==> src/dpts_pkg.sv <==
// Package for the DMA put transfer splitter: field widths, payload structs,
// microcode word layout and the microcode program itself.
// Used by dpts_sequencer, dpts_datapath and dma_put_transfer_splitter_top.
`timescale 1ns / 1ps

package dpts_pkg;

  localparam int EXT_W       = 64;
  localparam int LOC_W       = 18;
  localparam int CNT_W       = 16;
  localparam int TAG_W       = 5;
  localparam int LEN_W       = 15;
  localparam int MAX_RESULTS = 16;
  localparam int RES_W       = $clog2(MAX_RESULTS);
  localparam int PC_W        = 3;

  localparam int MAX_DMA_BYTES_DEF     = 16384;
  localparam int MAX_REQUEST_BYTES_DEF = 65535;

  typedef struct packed {
    logic [EXT_W-1:0] ext_addr;
    logic [LOC_W-1:0] local_addr;
    logic [CNT_W-1:0] byte_count;
    logic [TAG_W-1:0] tag;
  } dpts_in_t;

  typedef struct packed {
    logic [EXT_W-1:0] xfer_ext_addr;
    logic [LOC_W-1:0] xfer_local_addr;
    logic [LEN_W-1:0] xfer_len;
    logic [TAG_W-1:0] xfer_tag;
    logic             last;
  } dpts_out_t;

  // Operation of one microcode step.
  typedef enum logic [1:0] {
    OP_NOP   = 2'd0,
    OP_LOAD  = 2'd1,
    OP_PIECE = 2'd2,
    OP_CHUNK = 2'd3
  } dpts_op_e;

  // Exit condition of one microcode step.
  typedef enum logic [2:0] {
    COND_NEVER    = 3'd0,
    COND_REM_ZERO = 3'd1,
    COND_SHORT    = 3'd2,
    COND_ALIGNED  = 3'd3,
    COND_REM_LT16 = 3'd4
  } dpts_cond_e;

  // Step addresses of the program.
  localparam logic [PC_W-1:0] PC_LOAD   = 3'd0;
  localparam logic [PC_W-1:0] PC_EMPTY  = 3'd1;
  localparam logic [PC_W-1:0] PC_MODE   = 3'd2;
  localparam logic [PC_W-1:0] PC_PREFIX = 3'd3;
  localparam logic [PC_W-1:0] PC_CHUNK  = 3'd4;
  localparam logic [PC_W-1:0] PC_TAIL   = 3'd5;

  typedef struct packed {
    dpts_cond_e      cond;
    logic [PC_W-1:0] exit_pc;
    dpts_op_e        op;
    logic [PC_W-1:0] next_pc;
  } dpts_cw_t;

  // Datapath flags seen by the sequencer.
  typedef struct packed {
    logic in_valid;
    logic out_free;
    logic rem_zero;
    logic is_short;
    logic ea_aligned;
    logic rem_lt16;
    logic last_piece;
    logic last_chunk;
  } dpts_status_t;

  // Strobes from the sequencer to the datapath.
  typedef struct packed {
    logic load_slot;
    logic emit;
    logic chunk;
  } dpts_ctrl_t;

  // The program. When the exit condition holds, the step jumps to exit_pc
  // and does nothing else; otherwise it runs its operation and, once that
  // completes, goes to next_pc, or to PC_LOAD after the transfer with last.
  function automatic dpts_cw_t dpts_ucode(input logic [PC_W-1:0] pc);
    dpts_cw_t cw;
    unique case (pc)
      PC_LOAD:   cw = '{COND_NEVER,    PC_LOAD,  OP_LOAD,  PC_EMPTY};
      PC_EMPTY:  cw = '{COND_REM_ZERO, PC_LOAD,  OP_NOP,   PC_MODE};
      PC_MODE:   cw = '{COND_SHORT,    PC_TAIL,  OP_NOP,   PC_PREFIX};
      PC_PREFIX: cw = '{COND_ALIGNED,  PC_CHUNK, OP_PIECE, PC_PREFIX};
      PC_CHUNK:  cw = '{COND_REM_LT16, PC_TAIL,  OP_CHUNK, PC_CHUNK};
      PC_TAIL:   cw = '{COND_REM_ZERO, PC_LOAD,  OP_PIECE, PC_TAIL};
      default:   cw = '{COND_NEVER,    PC_LOAD,  OP_NOP,   PC_LOAD};
    endcase
    return cw;
  endfunction

endpackage

==> src/dpts_sequencer.sv <==
// Microcode sequencer of the DMA put transfer splitter: step counter,
// program lookup and conditional jumps. Depends on dpts_pkg.
`timescale 1ns / 1ps

module dpts_sequencer (
  input  logic                   clk_i,
  input  logic                   rst_ni,
  input  dpts_pkg::dpts_status_t status_i,
  output dpts_pkg::dpts_ctrl_t   ctrl_o
);

  logic [dpts_pkg::PC_W-1:0] pc_q, pc_d;
  dpts_pkg::dpts_cw_t        cw;
  logic                      cond_hit;
  logic                      op_done;
  logic                      is_last;

  assign cw = dpts_pkg::dpts_ucode(pc_q);

  always_comb begin
    unique case (cw.cond)
      dpts_pkg::COND_NEVER:    cond_hit = 1'b0;
      dpts_pkg::COND_REM_ZERO: cond_hit = status_i.rem_zero;
      dpts_pkg::COND_SHORT:    cond_hit = status_i.is_short;
      dpts_pkg::COND_ALIGNED:  cond_hit = status_i.ea_aligned;
      dpts_pkg::COND_REM_LT16: cond_hit = status_i.rem_lt16;
      default:                 cond_hit = 1'b0;
    endcase
  end

  always_comb begin
    unique case (cw.op)
      dpts_pkg::OP_NOP:   op_done = 1'b1;
      dpts_pkg::OP_LOAD:  op_done = status_i.in_valid;
      dpts_pkg::OP_PIECE: op_done = status_i.out_free;
      dpts_pkg::OP_CHUNK: op_done = status_i.out_free;
      default:            op_done = 1'b1;
    endcase
  end

  assign ctrl_o.load_slot = (cw.op == dpts_pkg::OP_LOAD);
  assign ctrl_o.chunk     = (cw.op == dpts_pkg::OP_CHUNK);
  assign ctrl_o.emit      = !cond_hit && op_done &&
                            ((cw.op == dpts_pkg::OP_PIECE) || (cw.op == dpts_pkg::OP_CHUNK));

  assign is_last = ctrl_o.chunk ? status_i.last_chunk : status_i.last_piece;

  always_comb begin
    pc_d = pc_q;
    if (cond_hit) begin
      pc_d = cw.exit_pc;
    end else if (op_done) begin
      pc_d = (ctrl_o.emit && is_last) ? dpts_pkg::PC_LOAD : cw.next_pc;
    end
  end

  always_ff @(posedge clk_i or negedge rst_ni) begin
    if (!rst_ni) begin
      pc_q <= dpts_pkg::PC_LOAD;
    end else begin
      pc_q <= pc_d;
    end
  end

endmodule

==> src/dpts_datapath.sv <==
// Datapath of the DMA put transfer splitter: request registers, piece and
// chunk sizing, address advance and the output register. Depends on dpts_pkg.
`timescale 1ns / 1ps

module dpts_datapath #(
  parameter int MAX_DMA_BYTES     = dpts_pkg::MAX_DMA_BYTES_DEF,
  parameter int MAX_REQUEST_BYTES = dpts_pkg::MAX_REQUEST_BYTES_DEF
) (
  input  logic                   clk_i,
  input  logic                   rst_ni,
  input  logic                   in_valid_i,
  input  dpts_pkg::dpts_in_t     in_data_i,
  output logic                   out_valid_o,
  input  logic                   out_stall_i,
  output dpts_pkg::dpts_out_t    out_data_o,
  input  dpts_pkg::dpts_ctrl_t   ctrl_i,
  output dpts_pkg::dpts_status_t status_o
);

  localparam int CNT_MAX   = (1 << dpts_pkg::CNT_W) - 1;
  localparam int REQ_LIM   = (MAX_REQUEST_BYTES > CNT_MAX) ? CNT_MAX : MAX_REQUEST_BYTES;
  localparam int CAP_RAW   = (MAX_DMA_BYTES / 16) * 16;
  localparam int CHUNK_CAP = (CAP_RAW < 16) ? 16 : CAP_RAW;

  localparam logic [dpts_pkg::CNT_W-1:0] REQ_LIMIT = dpts_pkg::CNT_W'(REQ_LIM);
  localparam logic [dpts_pkg::CNT_W-1:0] CAP       = dpts_pkg::CNT_W'(CHUNK_CAP);
  localparam logic [dpts_pkg::RES_W-1:0] CNT_LAST  =
    dpts_pkg::RES_W'(dpts_pkg::MAX_RESULTS - 1);

  logic [dpts_pkg::EXT_W-1:0] ea_q;
  logic [dpts_pkg::LOC_W-1:0] ls_q;
  logic [dpts_pkg::CNT_W-1:0] rem_q;
  logic [dpts_pkg::TAG_W-1:0] tag_q;
  logic                       short_q;
  logic [dpts_pkg::RES_W-1:0] cnt_q;
  logic                       out_valid_q;
  dpts_pkg::dpts_out_t        out_q;

  logic                       load;
  logic                       out_free;
  logic [dpts_pkg::CNT_W-1:0] len_clamp;
  logic                       len_short;
  logic [2:0]                 align_bits;
  logic [3:0]                 size_align;
  logic [3:0]                 size_fit;
  logic [3:0]                 piece;
  logic [dpts_pkg::CNT_W-1:0] piece_w;
  logic [dpts_pkg::CNT_W-1:0] rem16;
  logic [dpts_pkg::CNT_W-1:0] chunk_w;
  logic [dpts_pkg::CNT_W-1:0] size_w;
  logic                       cnt_full;

  assign load     = ctrl_i.load_slot && in_valid_i;
  assign out_free = !out_valid_q || !out_stall_i;

  assign len_clamp = (in_data_i.byte_count > REQ_LIMIT) ? REQ_LIMIT : in_data_i.byte_count;
  assign len_short = (len_clamp < dpts_pkg::CNT_W'(16));

  // Short requests align on the local address, long ones on the external.
  assign align_bits = short_q ? ls_q[2:0] : ea_q[2:0];

  always_comb begin
    if (align_bits[0]) begin
      size_align = 4'd1;
    end else if (align_bits[1]) begin
      size_align = 4'd2;
    end else if (align_bits[2]) begin
      size_align = 4'd4;
    end else begin
      size_align = 4'd8;
    end
  end

  always_comb begin
    if (rem_q >= dpts_pkg::CNT_W'(8)) begin
      size_fit = 4'd8;
    end else if (rem_q >= dpts_pkg::CNT_W'(4)) begin
      size_fit = 4'd4;
    end else if (rem_q >= dpts_pkg::CNT_W'(2)) begin
      size_fit = 4'd2;
    end else begin
      size_fit = 4'd1;
    end
  end

  assign piece   = (size_align < size_fit) ? size_align : size_fit;
  assign piece_w = dpts_pkg::CNT_W'(piece);
  assign rem16   = {rem_q[dpts_pkg::CNT_W-1:4], 4'b0000};
  assign chunk_w = (rem16 > CAP) ? CAP : rem16;
  assign size_w  = ctrl_i.chunk ? chunk_w : piece_w;

  assign cnt_full = (cnt_q == CNT_LAST);

  assign status_o.in_valid   = in_valid_i;
  assign status_o.out_free   = out_free;
  assign status_o.rem_zero   = (rem_q == '0);
  assign status_o.is_short   = short_q;
  assign status_o.ea_aligned = (ea_q[3:0] == 4'b0000);
  assign status_o.rem_lt16   = (rem_q[dpts_pkg::CNT_W-1:4] == '0);
  assign status_o.last_piece = (rem_q == piece_w) || cnt_full;
  assign status_o.last_chunk = (rem_q == chunk_w) || cnt_full;

  always_ff @(posedge clk_i or negedge rst_ni) begin
    if (!rst_ni) begin
      short_q     <= 1'b0;
      cnt_q       <= '0;
      out_valid_q <= 1'b0;
    end else begin
      if (load) begin
        short_q <= len_short;
        cnt_q   <= '0;
      end else if (ctrl_i.emit) begin
        cnt_q <= cnt_q + dpts_pkg::RES_W'(1);
      end
      if (ctrl_i.emit) begin
        out_valid_q <= 1'b1;
      end else if (!out_stall_i) begin
        out_valid_q <= 1'b0;
      end
    end
  end

  always_ff @(posedge clk_i) begin
    if (load) begin
      ea_q  <= len_short ? {in_data_i.ext_addr[dpts_pkg::EXT_W-1:3], in_data_i.local_addr[2:0]}
                         : in_data_i.ext_addr;
      ls_q  <= in_data_i.local_addr;
      rem_q <= len_clamp;
      tag_q <= in_data_i.tag;
    end else if (ctrl_i.emit) begin
      ea_q  <= ea_q + dpts_pkg::EXT_W'(size_w);
      ls_q  <= ls_q + dpts_pkg::LOC_W'(size_w);
      rem_q <= rem_q - size_w;
    end
    if (ctrl_i.emit) begin
      out_q.xfer_ext_addr   <= ea_q;
      out_q.xfer_local_addr <= ls_q;
      out_q.xfer_len        <= size_w[dpts_pkg::LEN_W-1:0];
      out_q.xfer_tag        <= tag_q;
      out_q.last            <= ctrl_i.chunk ? status_o.last_chunk : status_o.last_piece;
    end
  end

  assign out_valid_o = out_valid_q;
  assign out_data_o  = out_q;

endmodule

==> src/dma_put_transfer_splitter_top.sv <==
// Top level of the DMA put transfer splitter: joins the microcode sequencer
// and the datapath. Depends on dpts_pkg, dpts_sequencer and dpts_datapath.
`timescale 1ns / 1ps

// The splitter takes one put request (external address, local address, byte
// count, tag) and produces the run of DMA transfers the engine accepts, one
// transfer per cycle while the output is not stalled. A zero byte count gives
// no transfers. Counts under 16 are cut into naturally aligned 1, 2, 4 or
// 8-byte pieces placed by the low three bits of the local address, with the
// external address rounded down to 8 bytes and given the same offset. Longer
// counts get 1/2/4/8-byte pieces up to 16-byte external alignment, then
// 16-byte-multiple chunks of at most MAX_DMA_BYTES (rounded down to 16), then
// an 8/4/2/1 tail. Counts above MAX_REQUEST_BYTES are clamped, and at most
// 16 transfers are produced per request; the sixteenth then carries last and
// the rest of the bytes are dropped. The final transfer of each request has
// last set. A request with a zero count passes only through the load and
// empty-check steps. Any other request occupies the block for its number of
// transfers plus the load step and each step of the microcode program that
// leaves a loop or picks a path without emitting; output stalls add to that.
// The input is accepted only in the program's load step, and the registered
// output lets the next request be accepted while the final transfer still
// waits to be taken.
module dma_put_transfer_splitter_top #(
  parameter int MAX_DMA_BYTES     = dpts_pkg::MAX_DMA_BYTES_DEF,
  parameter int MAX_REQUEST_BYTES = dpts_pkg::MAX_REQUEST_BYTES_DEF
) (
  input  logic                clk_i,
  input  logic                rst_ni,
  input  logic                in_valid_i,
  output logic                in_stall_o,
  input  dpts_pkg::dpts_in_t  in_data_i,
  output logic                out_valid_o,
  input  logic                out_stall_i,
  output dpts_pkg::dpts_out_t out_data_o
);

  dpts_pkg::dpts_ctrl_t   ctrl;
  dpts_pkg::dpts_status_t status;

  // The sequencer walks the program and issues load and emit strobes.
  dpts_sequencer u_seq (
    .clk_i    (clk_i),
    .rst_ni   (rst_ni),
    .status_i (status),
    .ctrl_o   (ctrl)
  );

  // The datapath holds the request, sizes each transfer and owns the
  // output register.
  dpts_datapath #(
    .MAX_DMA_BYTES     (MAX_DMA_BYTES),
    .MAX_REQUEST_BYTES (MAX_REQUEST_BYTES)
  ) u_dp (
    .clk_i       (clk_i),
    .rst_ni      (rst_ni),
    .in_valid_i  (in_valid_i),
    .in_data_i   (in_data_i),
    .out_valid_o (out_valid_o),
    .out_stall_i (out_stall_i),
    .out_data_o  (out_data_o),
    .ctrl_i      (ctrl),
    .status_o    (status)
  );

  // A request transfer is taken only in the load step.
  assign in_stall_o = !ctrl.load_slot;

endmodule
==> config.mk <==
export PLATFORM = sky130hd
export DESIGN_NAME = dma_put_transfer_splitter_top
export DESIGN_NICKNAME = d
export VERILOG_FILES = /design/src/dpts_pkg.sv /design/src/dpts_sequencer.sv /design/src/dpts_datapath.sv /design/src/dma_put_transfer_splitter_top.sv
export SDC_FILE = /design/constraint.sdc
export NUM_CORES = 1
export LEC_CHECK = 0
export BUFFER_PORTS_ARGS = -buffer_cell sky130_fd_sc_hd__buf_2
export CAP_MARGIN = 40
export CORE_ASPECT_RATIO = 1.1
export CORE_MARGIN = 8
export CORE_UTILIZATION = 56
export DETAILED_ROUTE_END_ITERATION = 8
export HOLD_SLACK_MARGIN = 0.15
export PLACE_DENSITY = 0.79
export SLEW_MARGIN = 20
export SYNTH_ARGS = -nofsm -noshare
export SYNTH_HDL_FRONTEND = slang
export SYNTH_SLANG_ARGS = --single-unit
==> constraint.sdc <==
create_clock -name clk_i -period 6.1 [get_ports clk_i]
set_input_delay 0.305 -clock clk_i [delete_from_list [all_inputs] [get_ports clk_i]]
set_output_delay 0.305 -clock clk_i [all_outputs]
set_load 0.01 [all_outputs]
## Word-level counts from Yosys, hierarchy flattened

Index checks and enable logic that the tools add are counted.

- Add/sub/neg operators: 4
- Order comparisons: 7
- Equality and inequality tests: 16
- Muxes and demuxes: 29
- Reductions and logical operators: 20

Operator list:

| cell | count |
|---|---|
| $mux W64 | 2 |
| $mux W16 | 5 |
| $pmux W11 S6 | 1 |
| $add A64 B16 Y64 | 1 |
| $mux W18 | 2 |
| $mux W4 | 8 |
| $add A18 B16 Y18 | 1 |
| $eq A16 B16 Y1 | 1 |
| $eq A16 B4 Y1 | 1 |
| $ge A16 B2 Y1 const B | 1 |
| $ge A16 B3 Y1 const B | 1 |
| $ge A16 B4 Y1 const B | 1 |
| $gt A16 B15 Y1 const B | 1 |
| $gt A16 B16 Y1 const B | 1 |
| $logic_not A16 Y1 | 1 |
| $lt A16 B5 Y1 const B | 1 |
| $sub A16 B16 Y16 | 1 |
| $mux W3 | 5 |
| $eq A3 B2 Y1 const B | 4 |
| $logic_not A12 Y1 | 1 |
| $eq A3 B3 Y1 const B | 3 |
| $eq A3 B1 Y1 const B | 2 |
| $add A4 B1 Y4 const B | 1 |
| $eq A2 B2 Y1 const B | 2 |
| other kinds (16) | 28 |

- Register bits after elaboration: 215
- Input port bits: 107
- Output and inout port bits: 105
- Logic and storage cells: 89

## Longest topological paths before layout

- Word-level depth: 13
- Mapped depth: 23
- Mapped depth without buffers: 22

## Hierarchy

From an unflattened synthesis, not the netlist that was laid out.

- Cells, all modules: 1,097
- Area, all modules: 11,740.0 µm²

Modules (own cells, without submodules):

| module | instances | cells each | area each (µm²) | seq. area each (µm²) |
|---|---|---|---|---|
| dpts_datapath | 1 | 1,062 | 11,458.5 | 6,336.1 |
| dpts_sequencer | 1 | 34 | 277.8 | 75.1 |
| dma_put_transfer_splitter_top | 1 | 1 | 3.8 | 0.0 |

## Least setup slack after synthesis

No wires, ideal clock.

- Path type: register to register
- Start point: register u_dp.rem_q[8] (netlist bit)
- End point: register u_dp.ea_q[18] (netlist bit), data pin
- Setup time: 256 ps
- Arrival: 4,672 ps
- Required time: 5,844 ps
- Path slack: 1,172 ps
- Stages on the path, launching flop included: 22
- Buffers on the path: 1
- Clock period less this slack: 4,928 ps
- Cells stage by stage: edfxtp_1 > nor4_1 > nand4_1 > nor2_1 > inv_1 > nor3b_1 > inv_1 > ha_1 > nand2_1 > o21ai_0 > a21oi_1 > mux2_2 > and2_1 > fa_1 > a21oi_1 > or3b_1 > a31oi_1 > o21ai_1 > buf_2 > nand2_1 > a31o_2 > a22o_1

- Longest elaborated chain between the ends: 10
- Elaborated cells on any way between the ends: 14
- Those cells by class: 1 x add/sub; 5 x order compare; 8 x mux

RTL lines:

| what | RTL line | source |
|---|---|---|
| start, declared | dpts_datapath.sv:32 | `logic [dpts_pkg::CNT_W-1:0] rem_q;` |
| start signal, assigned | dpts_datapath.sv:128 | `rem_q <= len_clamp;` |
| start signal, assigned | dpts_datapath.sv:133 | `rem_q <= rem_q - size_w;` |
| $ge A16 B2 Y1 | dpts_datapath.sv:79 | `end else if (rem_q >= dpts_pkg::CNT_W'(2)) begin` |
| $mux W2 | dpts_datapath.sv:79 |  |
| $mux W4 | dpts_datapath.sv:77 | `end else if (rem_q >= dpts_pkg::CNT_W'(4)) begin` |
| $mux W4 * | dpts_datapath.sv:75 | `if (rem_q >= dpts_pkg::CNT_W'(8)) begin` |
| $lt A4 B4 Y1 | dpts_datapath.sv:86 | `assign piece = (size_align < size_fit) ? size_align : size_fit;` |
| $mux W4 * | dpts_datapath.sv:86 |  |
| $mux W16 * | dpts_datapath.sv:90 | `assign size_w = ctrl_i.chunk ? chunk_w : piece_w;` |
| net u_dp.size_w (one bit) | dpts_datapath.sv:50 | `logic [dpts_pkg::CNT_W-1:0] size_w;` |
| $add A64 B16 Y64 * | dpts_datapath.sv:131 | `ea_q <= ea_q + dpts_pkg::EXT_W'(size_w);` |
| $mux W64 * | dpts_datapath.sv:130 | `end else if (ctrl_i.emit) begin` |
| $mux W64 * | dpts_datapath.sv:124 | `if (load) begin` |
| end signal, assigned | dpts_datapath.sv:125 | `ea_q <= len_short ? {in_data_i.ext_addr[dpts_pkg::EXT_W-1:3], in_data_i.local_addr[2:0]}` |
| end signal, assigned | dpts_datapath.sv:131 |  |
| end, declared | dpts_datapath.sv:30 | `logic [dpts_pkg::EXT_W-1:0] ea_q;` |

Mark *: on every way through the listed nets, which the timed path passes. The rest lies on a longest branch. The select of a mux whose other input is x is not followed.
A chain may end at the register's enable or synchronous reset.

## Worst setup path after layout

- Start point: register u_dp.rem_q[4] (netlist bit)
- End point: register u_dp.ea_q[59] (netlist bit), data pin

Same word-level chain as after synthesis.

==> results.toml <==
[outcome]
outcome = "completed"

[power_and_ir_drop]
p_int_mw = 4.82
pwr-share-comb_pct = 40.3
clockPowerShare_pct = 16.0
power-per-cell-area_nw_per_um2 = 546
max-vdd-ir-drop_uv = 761
netSwitchingFraction_pct = 39.0
net-switching-power_mw = 3.08
leakage_nw = 5.70
power.share.sequential_pct = 43.6

[critical_path]
slowest_stage = "sky130_fd_sc_hd__o21bai_1"
cp_data_arrival_time_ns = 6.01
cp_data_required_time_ns = 6.34
setup.worst_path.class = "reg2reg"
critical_path_peak_fanout = 6
worst_setup_path_start_kind = "register"
critical_path.cell_chain = "nor4_1 -> nand4_1 -> nor2_1 -> inv_1 -> nor3b_1 -> inv_1 -> ha_1 -> nand2_1 -> o21ai_0 -> a21oi_1 -> mux2_2 -> and2_1 -> ha_1 -> a211oi_2 -> nor4_2 -> a2111oi_2 -> o21bai_1 -> buf_4 -> nor4b_2 -> xnor2_1 -> a21oi_1"
setup.worst_path.end_class = "register"
critical_path.max_stage_delay_ns = 0.45

[synthesis]
synth_async_sr_flop_share_pct = 4.19
postSynthCellCount = 1032
synth_ff_type = "sky130_fd_sc_hd__edfxtp_1"
synth_seq_area_share_pct = 56.0
yosysWarningCount = 0
yosysUniqueCellTypes = 70
synth_edf_count = 206
synth_area_per_cell_um2 = 11.1
ys_ff_latch = 215
post_synth_instance_area_um2 = 11500

[floorplanning]
die_area_um2 = 25300
ioPinCount = 212
placement_rows = 55
chipWidth_um = 152
fp.coreArea_um2 = 20300
die_h_um = 166
floorplan.initialDensity_pct = 56.4

[final_layout]
utilization_pct = 71.2
layout.filler_cells = 1422
area.sequential_um2 = 6410
area_growth_pct = 26.2
multi_input_comb_area_um2 = 4810
layout-drive-gt1-share_pct = 20.7
finish.net_count = 1498

[routing]
via_per_inst = 5.90
detail-route-antenna-nets = 0
drtIter0Drc = 809
drt_drc_violations_left = 0
route.final.wire_length_um = 31900
dr_total_vias = 9491
drtPass1Iterations = 6
wire_per_inst_um = 19.8

[cts]
clock_path_buffers = 3
post-cts-setup-buffer-count = 0
worstSkewPairLatency_ns = 0.51
cts.clk_slew.worst_paths_ns = 0.06
clock_sinks = 215
cts_buffers = 23
tritoncts = "built"
cts_htree_levels = 1
clock_tree.root_cell = "sky130_fd_sc_hd__clkbuf_16"

[global_routing]
grtUsageTotal_pct = 24.4
grt_pass1_vias = 9461
grt_antenna_before_repair = 1
total_congestion_overflow_after_global_routing = 0
global_route_wire_length_before_repair_um = 50300
grt_start_max_net_pins = 79

[timing]
min_period_ns = 5.77
timing.final.crit_share_pct = 94.6
slew_viol_final = 0
hold_violations = 0
timing.fmax_mhz = 173
slew-limit-headroom_pct = 39.7
setup_viol_count_final = 0
least_margin_pin_slew_ns = 0.898
fin_tns_setup_ns = 0
worst_skew_ns = 0.00936

[placement]
place.gp.congestion = 0.903
placement.io_buffers = 211
hpwl_um = 21700

[min_path]
hold_class = "in2reg"

[job]
max_cap_viols = 0
-- placed cells by master, fill, tap and decap left out, drive strengths merged, types with 9 or more instances in the layout --
cell and n:
a211oi 26, a21o 20, a21oi 63, a31oi 9
and3 9, buf 223, clkbuf 27, clkinv 9
dfrtp 9, dlygate4sd3 90, edfxtp 206, ha 52
inv 41, mux2i 10, nand2 131, nand3 33
nand4 14, nor2 77, nor3 20, nor4 13
o21ai 82, o21bai 10, xnor2 49, xor2 32
-- critical path, delay by kind of cell, from the launching register on --
family | cells | cell delay (ns)
AOI/OAI and AO/OA | 6 | 1.16
adders and majority gates | 2 | 0.63
xor gates and xnor gates | 1 | 0.16
buffers and inverters | 3 | 0.42
muxes | 1 | 0.40
and+or+nand+nor | 8 | 2.26
DFF | 1 | 0.43
-- layer usage --
| metal | share of wire (%) | track usage (%) | vias to the layer above | wire (um) |
|---|---|---|---|---|
| met1 | 40 | 31.0 | 4506 | 12800 |
| li1 | - | - | 4454 | - |
| met2 | 49 | 41.4 | 462 | 15600 |
| met4 | 2.8 | 8.09 | 0 | 886 |
| met5 | 0 | 0 | - | 0 |
| met3 | 8.2 | 4.61 | 69 | 2600 |
-- logic make-up (layout without fill, tap and decap cells) --
family                   Yosys count  after routing  share of synthesized area (%)
AND/OR/NAND/NOR                  334            334                           13.8
AO/OA/AOI/OAI                    259            259                           14.3
flip-flops                       215            215                           56.0
XOR/XNOR                          81             81                           6.19
buffers and inverters             75            393                           2.48
adder cells (fa/ha/maj)           55             55                           6.20
multiplexers                      12             12                           1.07
other                              1              3                         0.0327
-- per-stage QoR --
stage / cell area, um^2 / power (mW) / worst slack (ns) / hold slack, ns / instances
2_1_floorplan: 11500 / 5.45 / 1.17 / 0.00941 / 1033
3_3_place_gp: 12800 / 6.39 / 0.291 / 0.167 / 1474
3_5_place_dp: 12800 / 6.53 / 0.147 / 0.172 / 1476
4_1_cts: 14400 / 7.86 / 0.102 / 0.152 / 1605
5_1_grt: 14500 / 8.37 / -0.0346 / 0.173 / 1608
6_report: 14500 / 7.90 / 0.332 / 0.164 / 1608
-- final timing paths --
check                                   startpoint                           end  slack (ns)  cells past startpoint
setup / recovery           u_dp.rem_q[4]$_DFFE_PP_       u_dp.ea_q[59]$_DFFE_PP_        0.33                     21
hold reg to reg            u_dp.tag_q[0]$_DFFE_PP_  u_dp.out_data_o[1]$_DFFE_PP_        0.43                      0
hold / removal                       in_data_i[49]       u_dp.ea_q[10]$_DFFE_PP_        0.16                      3
max in group asynchronous                   rst_ni     u_dp.cnt_q[2]$_DFFE_PN0P_        5.74                      2
min in group asynchronous                   rst_ni     u_seq.pc_q[1]$_DFFE_PN0P_        0.18                      2
setup reg to reg           u_dp.rem_q[4]$_DFFE_PP_       u_dp.ea_q[59]$_DFFE_PP_        0.33                     21
-- registers in the layout, summed over array words and instances, names as in the netlist --
name / flops
u_dp.rem_q: 16
u_dp.tag_q: 5
u_dp.out_data_o: 103
u_dp.ea_q: 64
u_seq.pc_q: 3
u_dp.short_q: 1
u_dp.cnt_q: 4
u_dp.out_valid_o: 1
u_dp.ls_q: 18
-- Yosys cell counts (all sizes together) (4+ instances only) --
library cell	n	area share [%]
a21o	20	1.3
a2111oi	5	0.61
mux2i	10	0.87
nand4	14	0.76
nand3	33	1.4
o21bai	10	0.66
nand2b	6	0.33
a21oi	63	2.8
o22ai	4	0.22
a31oi	9	0.49
clkbuf	31	1.0
o211ai	4	0.26
o31ai	8	0.52
nor3b	5	0.33
a211oi	26	1.8
xnor2	49	3.7
o21ai	82	3.6
and3	9	0.49
nor3	20	0.92
dfrtp	9	2.0
nor4	13	0.90
ha	52	5.7
nand2	131	4.3
edfxtp	206	54
buf	4	0.15
o21a	8	0.52
inv	39	1.3
or4	4	0.33
or3	5	0.27
nor2	77	2.5
xor2	32	2.4
-- layout make-up --
cell class                      instances  share of cell area (%)
Sequential cell                       215                    44.4
Multi-Input combinational cell        743                    33.3
Timing Repair Buffer                  313                    14.4
Clock buffer                           27                    4.09
Tap cell                              256                    2.22
Inverter                               40                    1.07
Clock inverter                         13                   0.502
Antenna cell                            1                  0.0173
-- power by group through the flow --
| stage | logic (mW) | clock network, mW | registers, mW |
|---|---|---|---|
| after floorplan | 1.89 | 0 | 3.56 |
| after global placement | 2.96 | 0 | 3.43 |
| after detailed placement | 3.08 | 0 | 3.45 |
| after CTS | 3.15 | 1.28 | 3.43 |
| after global routing | 3.50 | 1.33 | 3.54 |
| final | 3.19 | 1.27 | 3.45 |
-- timing repair --
action	4_1_cts	5_1_grt
hold endpoints to repair	97	1
hold buffers	89	1
endpoints found under the setup margin	0	23
resized for setup	0	6
Power figures use the tool's default switching activity.
